$ cat config.mk
export PLATFORM = sky130hd
export DESIGN_NAME = multichannel_minmax_decimator_top
export DESIGN_NICKNAME = d
export VERILOG_FILES = /design/src/sv/mmd_pkg.sv /design/src/sv/mmd_cell.sv /design/src/sv/multichannel_minmax_decimator_top.sv
export SDC_FILE = /design/constraint.sdc
export NUM_CORES = 1
export LEC_CHECK = 0
export ABC_AREA = 1
export BUFFER_PORTS_ARGS = -buffer_cell sky130_fd_sc_hd__buf_2
export CORE_UTILIZATION = 45
export DETAILED_ROUTE_END_ITERATION = 10
export GPL_ROUTABILITY_DRIVEN = 0
export GPL_TIMING_DRIVEN = 0
export PLACE_DENSITY = 0.69
export REMOVE_ABC_BUFFERS = 1
export SETUP_SLACK_MARGIN = 0.05
export SLEW_MARGIN = 25
export SYNTH_ARGS = -nofsm -noshare
export SYNTH_HDL_FRONTEND = slang
export SYNTH_SLANG_ARGS = --single-unit
export TNS_END_PERCENT = 5
$ cat constraint.sdc
create_clock -name clock -period 6.95 [get_ports clock]
set_input_delay 1.39 -clock clock [delete_from_list [all_inputs] [get_ports clock]]
set_output_delay 1.39 -clock clock [all_outputs]
set_load 0.05 [all_outputs]
$ cat src/sv/mmd_pkg.sv
// Package for the multichannel min/max peak decimator.
// Request and response payload types, register indexes and control struct.
// No dependencies.
package mmd_pkg;

   // Sample width and default sizing
   localparam int SAMPLE_BITS      = 16;
   localparam int MAX_CHANNELS_DEF = 8;
   localparam int CHAN_FIELD_BITS  = 3;

   // Configuration port
   localparam int CSR_INDEX_BITS = 2;
   localparam int CSR_DATA_BITS  = 16;
   localparam int CHAN_CNT_BITS  = 4;
   localparam int CHUNK_BITS     = 16;

   localparam logic [CSR_INDEX_BITS-1:0] REG_CHANNEL_COUNT = 2'd0;
   localparam logic [CSR_INDEX_BITS-1:0] REG_CHUNK_FRAMES  = 2'd1;

   localparam logic [CHAN_CNT_BITS-1:0] CHAN_CNT_RESET = 4'd2;
   localparam logic [CHUNK_BITS-1:0]    CHUNK_RESET    = 16'd256;

   typedef struct packed {
      logic signed [SAMPLE_BITS-1:0] value_low;
      logic signed [SAMPLE_BITS-1:0] value_high;
      logic                          end_of_stream;
   } req_type;

   typedef struct packed {
      logic [CHAN_FIELD_BITS-1:0]    channel;
      logic signed [SAMPLE_BITS-1:0] peak_min;
      logic signed [SAMPLE_BITS-1:0] peak_max;
      logic                          last_channel;
   } rsp_type;

   // Commands broadcast to every cell of the chain
   typedef struct packed {
      logic clear;
      logic shift;
      logic update;
   } cell_ctrl_type;

endpackage

$ cat src/sv/mmd_cell.sv
// One accumulator cell of the decimator chain: running min and max of one channel.
// Depends on mmd_pkg. On a flush it takes its neighbour's values.
module mmd_cell
   import mmd_pkg::*;
(
   input  logic                          clock,
   input  logic                          reset,
   input  cell_ctrl_type                 ctrl,
   input  logic                          sel,
   input  logic signed [SAMPLE_BITS-1:0] value_low,
   input  logic signed [SAMPLE_BITS-1:0] value_high,
   input  logic signed [SAMPLE_BITS-1:0] next_min,
   input  logic signed [SAMPLE_BITS-1:0] next_max,
   output logic signed [SAMPLE_BITS-1:0] cur_min,
   output logic signed [SAMPLE_BITS-1:0] cur_max
);

   logic signed [SAMPLE_BITS-1:0] min_ff, min_in;
   logic signed [SAMPLE_BITS-1:0] max_ff, max_in;

   // Clear wins, then shift along the chain, then fold in a new value
   always_comb begin
      min_in = min_ff;
      max_in = max_ff;
      if (ctrl.clear) begin
         min_in = '0;
         max_in = '0;
      end else if (ctrl.shift) begin
         min_in = next_min;
         max_in = next_max;
      end else if (ctrl.update && sel) begin
         if (value_low < min_ff) begin
            min_in = value_low;
         end
         if (value_high > max_ff) begin
            max_in = value_high;
         end
      end
   end

   always_ff @(posedge clock) begin
      if (reset) begin
         min_ff <= '0;
         max_ff <= '0;
      end else begin
         min_ff <= min_in;
         max_ff <= max_in;
      end
   end

   assign cur_min = min_ff;
   assign cur_max = max_ff;

endmodule

$ cat src/sv/multichannel_minmax_decimator_top.sv
// Top level of the multichannel min/max peak decimator.
// Depends on mmd_pkg and mmd_cell (one cell per channel, chained).
//
// A request is taken while the block is idle and folded into its channel's cell.
// When it closes a chunk, or carries end of stream, the block stops taking
// requests and shifts the cell chain towards cell 0, one response per cycle
// while the receiver is ready, for as many responses as there are active
// channels; zeros enter at the far end so the chain is clear when the burst
// ends. The request side is held until the last response of the burst is
// taken. A write to either register clears the accumulators and the frame
// and channel positions.
module multichannel_minmax_decimator_top
   import mmd_pkg::*;
#(
   parameter int MAX_CHANNELS = MAX_CHANNELS_DEF
) (
   input  logic                      clock,
   input  logic                      reset,
   input  logic                      req_valid,
   output logic                      req_ready,
   input  req_type                   req_data,
   output logic                      rsp_valid,
   input  logic                      rsp_ready,
   output rsp_type                   rsp_data,
   input  logic                      csr_we,
   input  logic [CSR_INDEX_BITS-1:0] csr_index,
   input  logic [CSR_DATA_BITS-1:0]  csr_wdata
);

   localparam int CH_BITS  = (MAX_CHANNELS > 1) ? $clog2(MAX_CHANNELS) : 1;
   localparam int NCH_BITS = CH_BITS + 1;
   localparam int CMP_BITS = 8;

   typedef enum logic [1:0] {
      ST_IDLE  = 2'b01,
      ST_FLUSH = 2'b10
   } state_type;

   state_type               state_ff, state_in;
   logic [CHAN_CNT_BITS-1:0] chan_cnt_ff, chan_cnt_in;
   logic [CHUNK_BITS-1:0]    chunk_ff, chunk_in;
   logic [CH_BITS-1:0]       ch_ff, ch_in;
   logic [CHUNK_BITS-1:0]    frame_ff, frame_in;
   logic [CH_BITS-1:0]       out_ff, out_in;

   logic [CMP_BITS-1:0]      cnt_wide;
   logic [NCH_BITS-1:0]      nch;
   logic [CHUNK_BITS-1:0]    chunk_eff;
   logic [CH_BITS-1:0]       ch_eff;
   logic [NCH_BITS-1:0]      ch_next;
   logic [CHUNK_BITS-1:0]    frame_next;
   logic                     frame_done;
   logic                     req_take;
   logic                     rsp_take;
   logic                     is_last;
   logic                     csr_hit;
   logic                     emit;
   cell_ctrl_type            ctrl;
   logic [MAX_CHANNELS-1:0]  sel;

   logic signed [SAMPLE_BITS-1:0] cell_min [MAX_CHANNELS];
   logic signed [SAMPLE_BITS-1:0] cell_max [MAX_CHANNELS];

   // Effective channel count and chunk length
   always_comb begin
      cnt_wide = CMP_BITS'(chan_cnt_ff);
      if (cnt_wide == '0) begin
         nch = NCH_BITS'(1);
      end else if (cnt_wide > CMP_BITS'(MAX_CHANNELS)) begin
         nch = NCH_BITS'(MAX_CHANNELS);
      end else begin
         nch = NCH_BITS'(cnt_wide);
      end
      chunk_eff = (chunk_ff == '0) ? CHUNK_BITS'(1) : chunk_ff;
   end

   // Channel and frame position of the incoming request
   always_comb begin
      ch_eff     = (NCH_BITS'(ch_ff) >= nch) ? '0 : ch_ff;
      ch_next    = NCH_BITS'(ch_eff) + NCH_BITS'(1);
      frame_done = (ch_next >= nch);
      frame_next = frame_ff + CHUNK_BITS'(1);
   end

   assign req_ready = (state_ff == ST_IDLE);
   assign req_take  = req_valid && req_ready;
   assign rsp_valid = (state_ff == ST_FLUSH);
   assign rsp_take  = rsp_valid && rsp_ready;
   assign is_last   = (NCH_BITS'(out_ff) + NCH_BITS'(1) == nch);
   assign csr_hit   = csr_we && ((csr_index == REG_CHANNEL_COUNT) ||
                                 (csr_index == REG_CHUNK_FRAMES));
   assign emit      = req_take &&
                      (req_data.end_of_stream || (frame_done && (frame_next >= chunk_eff)));

   // Cell commands
   always_comb begin
      ctrl.clear  = csr_hit;
      ctrl.shift  = rsp_take;
      ctrl.update = req_take;
   end

   // Select the cell of the current channel
   always_comb begin
      for (int i = 0; i < MAX_CHANNELS; i++) begin
         sel[i] = (ch_eff == CH_BITS'(i));
      end
   end

   // Positions, registers and burst sequencing
   always_comb begin
      state_in    = state_ff;
      chan_cnt_in = chan_cnt_ff;
      chunk_in    = chunk_ff;
      ch_in       = ch_ff;
      frame_in    = frame_ff;
      out_in      = out_ff;
      case (state_ff)
         ST_IDLE: begin
            if (csr_hit) begin
               if (csr_index == REG_CHANNEL_COUNT) begin
                  chan_cnt_in = csr_wdata[CHAN_CNT_BITS-1:0];
               end else begin
                  chunk_in = csr_wdata[CHUNK_BITS-1:0];
               end
               ch_in    = '0;
               frame_in = '0;
            end else if (req_take) begin
               if (frame_done) begin
                  ch_in    = '0;
                  frame_in = frame_next;
               end else begin
                  ch_in = ch_next[CH_BITS-1:0];
               end
               if (emit) begin
                  ch_in    = '0;
                  frame_in = '0;
                  out_in   = '0;
                  state_in = ST_FLUSH;
               end
            end
         end
         ST_FLUSH: begin
            if (rsp_take) begin
               // advance through the chain; drop back to idle after the last
               if (is_last) begin
                  state_in = ST_IDLE;
               end else begin
                  out_in = out_ff + CH_BITS'(1);
               end
            end
         end
         default: begin
            state_in = ST_IDLE;
         end
      endcase
   end

   always_ff @(posedge clock) begin
      if (reset) begin
         state_ff    <= ST_IDLE;
         chan_cnt_ff <= CHAN_CNT_RESET;
         chunk_ff    <= CHUNK_RESET;
         ch_ff       <= '0;
         frame_ff    <= '0;
         out_ff      <= '0;
      end else begin
         state_ff    <= state_in;
         chan_cnt_ff <= chan_cnt_in;
         chunk_ff    <= chunk_in;
         ch_ff       <= ch_in;
         frame_ff    <= frame_in;
         out_ff      <= out_in;
      end
   end

   // Chain of accumulator cells; zeros enter at the far end
   for (genvar g = 0; g < MAX_CHANNELS; g++) begin : g_cell
      logic signed [SAMPLE_BITS-1:0] nb_min;
      logic signed [SAMPLE_BITS-1:0] nb_max;
      if (g == MAX_CHANNELS - 1) begin : g_end
         assign nb_min = '0;
         assign nb_max = '0;
      end else begin : g_mid
         assign nb_min = cell_min[g+1];
         assign nb_max = cell_max[g+1];
      end
      mmd_cell u_cell (
         .clock      (clock),
         .reset      (reset),
         .ctrl       (ctrl),
         .sel        (sel[g]),
         .value_low  (req_data.value_low),
         .value_high (req_data.value_high),
         .next_min   (nb_min),
         .next_max   (nb_max),
         .cur_min    (cell_min[g]),
         .cur_max    (cell_max[g])
      );
   end

   // Response comes from the head of the chain
   always_comb begin
      rsp_data.channel      = CHAN_FIELD_BITS'(out_ff);
      rsp_data.peak_min     = cell_min[0];
      rsp_data.peak_max     = cell_max[0];
      rsp_data.last_channel = is_last;
   end

endmodule

==> flow_metrics.env <==
export IMPL_antenna_cells=0
export IMPL_cts_made_buffers=38
export IMPL_timing_critical_path_fanout_max=18
export IMPL_synth_xor_area_share_pct=0.766
export IMPL_die_h_um=216
export IMPL_max_cap_violations=0
export IMPL_synth_area_leaders="sky130_fd_sc_hd__dfxtp_1, sky130_fd_sc_hd__ha_1, sky130_fd_sc_hd__nand2_1, sky130_fd_sc_hd__a21oi_1, sky130_fd_sc_hd__inv_1"
export IMPL_postSynthRegisterBits=300
export IMPL_finalSetupViolCount=0
export IMPL_post_cts_setup_buffer_count=0
export IMPL_worst_slew_margin_rel_pct=38.4
export IMPL_grt_setup_unrepaired="false"
export IMPL_drc=0
export IMPL_vias_per_cell=5.36
export IMPL_globalRouteOverflowTotal=0
export IMPL_fillCellCount=4246
export IMPL_main_combinational_cell_family_by_area_after_synthesis="simple AND/OR/NAND/NOR gates"
export IMPL_area_growth_syn_to_layout_pct=9.53
export IMPL_rows=77
export IMPL_setup_worst_path_start_class="flop"
export IMPL_critPathCaptureType="flop"
export IMPL_initialDrtViolationCount=1357
export IMPL_drt_wl_total_mm=51.7
export IMPL_yosys_warnings=0
export IMPL_synth_cell_area_um2=20600
export IMPL_tightest_pin_transition_ns=0.922
export IMPL_postCtsHoldBufs=0
export IMPL_ir_drop_mv=0.198
export IMPL_achievable_frequency_mhz=262
export IMPL_synth_simple_gate_area_share_pct=24.8
export IMPL_placed_cells=3528
export IMPL_io_pins=94
export IMPL_synthAdderAreaFrac_pct=16.9
export IMPL_detailroute_via_count=19300
export IMPL_clk_root_buffer_cell="sky130_fd_sc_hd__clkbuf_16"
export IMPL_synth_mux_area_fraction_pct=0
export IMPL_synth_compound_gate_area_share_pct=17.7
export IMPL_design_core_area_um2=44600
export IMPL_place_detailed_hpwl_mm=38.7
export IMPL_final_antenna_net_count=0
export IMPL_worst_clock_skew_ns=0.0230
export IMPL_ys_async_sr_fraction_pct=0
export IMPL_final_hold_vio_count=0
export IMPL_critPathKind="reg2reg"
export IMPL_synthDominantCellAreaShare_pct=29.2
export IMPL_clk_path_buf_depth=3
export IMPL_ctsHtreeMaxLevel=2
export IMPL_path_cells="inv_2, nand2_1, ha_1, inv_2, o21bai_4, nand3_4, nand4_2, inv_1, ha_1, inv_1, ha_1, inv_1, nor2_1, o211ai_1, nand3_1, nand2_1, nand2_1, nand2_1, nand2_1, nand3_1, nand2_1, inv_1, nor2_1"
export IMPL_synth_sequential_area_ratio_pct=29.2
export IMPL_synth_enable_flop_cells=0
export IMPL_antenna_found_initial=3
export IMPL_clk_transition_reported_paths_ns=0.05
export IMPL_synth_main_ff_cell="sky130_fd_sc_hd__dfxtp_1"
export IMPL_cts_resized=0
export IMPL_placed_area_um2=21300
export IMPL_cp_slowest_cell="sky130_fd_sc_hd__nand2_1"
export IMPL_clock_sinks=300
export IMPL_tritoncts="built"
export IMPL_crit_required_ns=7.38
export IMPL_layout_nets=3309
export IMPL_drive_above_1_share_pct=7.16
export IMPL_globalRouteTotalUtil_pct=22.1
export IMPL_leakagePower_nw=8.83
export IMPL_dieArea_um2=46600
export IMPL_syn_mean_instance_area_um2=6.94
export IMPL_synthCells=2965
export IMPL_layout_worst_path_cycle_share_pct=54.8
export IMPL_stdcell_count=3593
export IMPL_port_buffers=93
export IMPL_critPathMaxStageDelay_ns=0.46
export IMPL_post_synth_num_cell_types=50
export IMPL_chipWidth_um=216
export IMPL_p_per_area_nw_per_um2=211
export IMPL_initial_utilization_pct=46.1
export IMPL_wp_data_arrival_ns=4.24
export IMPL_finish_instance_area_um2=22500
export IMPL_drv_slew=0
export IMPL_hold_ws_ns=0.460
export IMPL_avgRoutedWirePerCell_um=14.4
export IMPL_yosys_area_top_type="sky130_fd_sc_hd__dfxtp_1"
export IMPL_detailedRoute_firstPassIterationCount=6
export IMPL_holdCritPathClass="reg2reg"
export IMPL_post_route_min_period_ns=3.81
export IMPL_clock_insertion_delay_worst_skew_ns=0.56
export IMPL_via_count_of_the_first_global_routing_pass=18700
export IMPL_grt_start_max_net_pins=143
export IMPL_wire_length_of_the_first_global_routing_pass_mm=86.5
export IMPL_status="completed"
export IMPL_cpMostUsedCell="sky130_fd_sc_hd__nand2_1"
## layout make-up
cell class              count  area [um^2]  area share [%]
repair buffers             97          576            2.55
multi-input cells        2119        12400            55.0
inverters                 420         1590            7.07
flip-flops and latches    300         6010            26.7
clock inverters            10          158           0.700
clock buffers              55         1080            4.78
well taps                 592          741            3.29
## layer usage
layer | global-route usage, % | up-vias | wire length (um)
li1 | - | 9901 | -
met1 | 25.9 | 8903 | 22700
met2 | 40.8 | 350 | 25500
met3 | 2.64 | 113 | 1890
met4 | 8.01 | 6 | 1550
met5 | 0 | - | 36
## final timing paths
kind / from / to / slack, ns / cells after the start
setup / recovery: chan_cnt_ff[3] / out_ff[0] / 3.14 / 23
hold / removal: chan_cnt_ff[0] / chan_cnt_ff[0] / 0.46 / 2
setup reg to reg: chan_cnt_ff[3] / out_ff[0] / 3.14 / 23
hold reg to reg: chan_cnt_ff[0] / chan_cnt_ff[0] / 0.46 / 2
## cells by family (layout without fill, tap and decap cells)
| group | after synthesis | count (layout) |
|---|---|---|
| AOI/OAI and AO/OA | 707 | 707 |
| xor gates and xnor gates | 18 | 18 |
| adders and majority gates | 277 | 277 |
| buffers and inverters | 546 | 582 |
| DFF | 300 | 300 |
| and+or+nand+nor | 1117 | 1117 |
## metrics by stage
stage / total power, mW / setup WS [ns] / utilization (%) / TNS, ns
finish: 4.74 / 3.14 / 50.5 / 0
floorplan: 2.53 / 0.242 / - / 0
CTS: 4.80 / 3.12 / 50.5 / 0
global placement: 2.75 / -2.91 / 47.4 / -450.57
global route: 4.99 / 2.80 / 50.5 / 0
detailed placement: 2.79 / 2.59 / 47.7 / 0
## state kept, by name (all words and copies together) (netlist names)
| name | count |
|---|---|
| g_cell.u_cell.cur_min | 128 |
| chunk_ff | 16 |
| ch_ff | 3 |
| g_cell.u_cell.cur_max | 128 |
| chan_cnt_ff | 4 |
| frame_ff | 16 |
| out_ff | 3 |
| state_ff | 2 |
## Yosys cell counts, types with 4 or more instances
cell type / n
sky130_fd_sc_hd__nand3b_1: 10
sky130_fd_sc_hd__buf_4: 12
sky130_fd_sc_hd__inv_2: 5
sky130_fd_sc_hd__buf_1: 18
sky130_fd_sc_hd__xor2_1: 15
sky130_fd_sc_hd__nand4_1: 38
sky130_fd_sc_hd__nor4_1: 9
sky130_fd_sc_hd__o21a_1: 10
sky130_fd_sc_hd__nor2_2: 4
sky130_fd_sc_hd__a21oi_1: 365
sky130_fd_sc_hd__nor3_1: 15
sky130_fd_sc_hd__clkbuf_1: 64
sky130_fd_sc_hd__nand2_2: 13
sky130_fd_sc_hd__nor2_1: 149
sky130_fd_sc_hd__buf_6: 9
sky130_fd_sc_hd__buf_2: 23
sky130_fd_sc_hd__o21ai_0: 309
sky130_fd_sc_hd__ha_1: 277
sky130_fd_sc_hd__nand2_4: 7
sky130_fd_sc_hd__nand3_4: 4
sky130_fd_sc_hd__nand3_2: 8
sky130_fd_sc_hd__dfxtp_1: 300
sky130_fd_sc_hd__nand2_1: 559
sky130_fd_sc_hd__nand3_1: 280
sky130_fd_sc_hd__inv_1: 414
## worst max-delay path, delay by kind of cell (launching register included)
kind,cells,cell delay (ns)
AND/OR/NAND/NOR,12,1.65
adder cells (fa/ha/maj),3,0.97
buffers and inverters,6,0.49
flip-flops,1,0.32
AO/OA/AOI/OAI,2,0.27
## power breakdown
part / switching [mW] / internal (mW)
clock: 0.763 / 1.22
sequential: 0.0476 / 1.78
combinational: 0.632 / 0.300
total: 1.44 / 3.30
## cell usage in the layout (no fill, tap or decap), types with 3 or more instances in the layout
cell,netlist,final
sky130_fd_sc_hd__nor3_1,15,15
sky130_fd_sc_hd__ha_1,277,277
sky130_fd_sc_hd__nand3_1,280,280
sky130_fd_sc_hd__nand4_1,38,38
sky130_fd_sc_hd__nand3b_4,3,3
sky130_fd_sc_hd__inv_1,414,412
sky130_fd_sc_hd__nor2_1,149,148
sky130_fd_sc_hd__a211oi_1,3,3
sky130_fd_sc_hd__inv_2,5,5
sky130_fd_sc_hd__dfxtp_1,300,300
sky130_fd_sc_hd__clkinv_2,1,5
sky130_fd_sc_hd__bufinv_16,0,4
sky130_fd_sc_hd__nand3_4,4,4
sky130_fd_sc_hd__nand2_1,559,559
sky130_fd_sc_hd__buf_2,23,93
sky130_fd_sc_hd__nand3_2,8,8
sky130_fd_sc_hd__o21bai_1,3,3
sky130_fd_sc_hd__nor2_2,4,5
sky130_fd_sc_hd__nand2_4,7,7
sky130_fd_sc_hd__o21a_1,10,10
sky130_fd_sc_hd__buf_16,0,4
sky130_fd_sc_hd__nor2_4,3,3
sky130_fd_sc_hd__o21ai_0,309,309
sky130_fd_sc_hd__xor2_1,15,15
sky130_fd_sc_hd__xnor2_1,3,3
sky130_fd_sc_hd__nor3_2,3,3
sky130_fd_sc_hd__nand4_4,3,3
sky130_fd_sc_hd__a21oi_1,365,365
sky130_fd_sc_hd__nor4_1,9,9
sky130_fd_sc_hd__nand3b_1,10,10
sky130_fd_sc_hd__clkbuf_1,64,12
sky130_fd_sc_hd__nand2_2,13,13
sky130_fd_sc_hd__clkbuf_16,0,39
sky130_fd_sc_hd__o211ai_1,3,3
sky130_fd_sc_hd__a21o_1,3,3
sky130_fd_sc_hd__clkbuf_8,0,4
No activity file was read; power rests on OpenSTA's default activity.
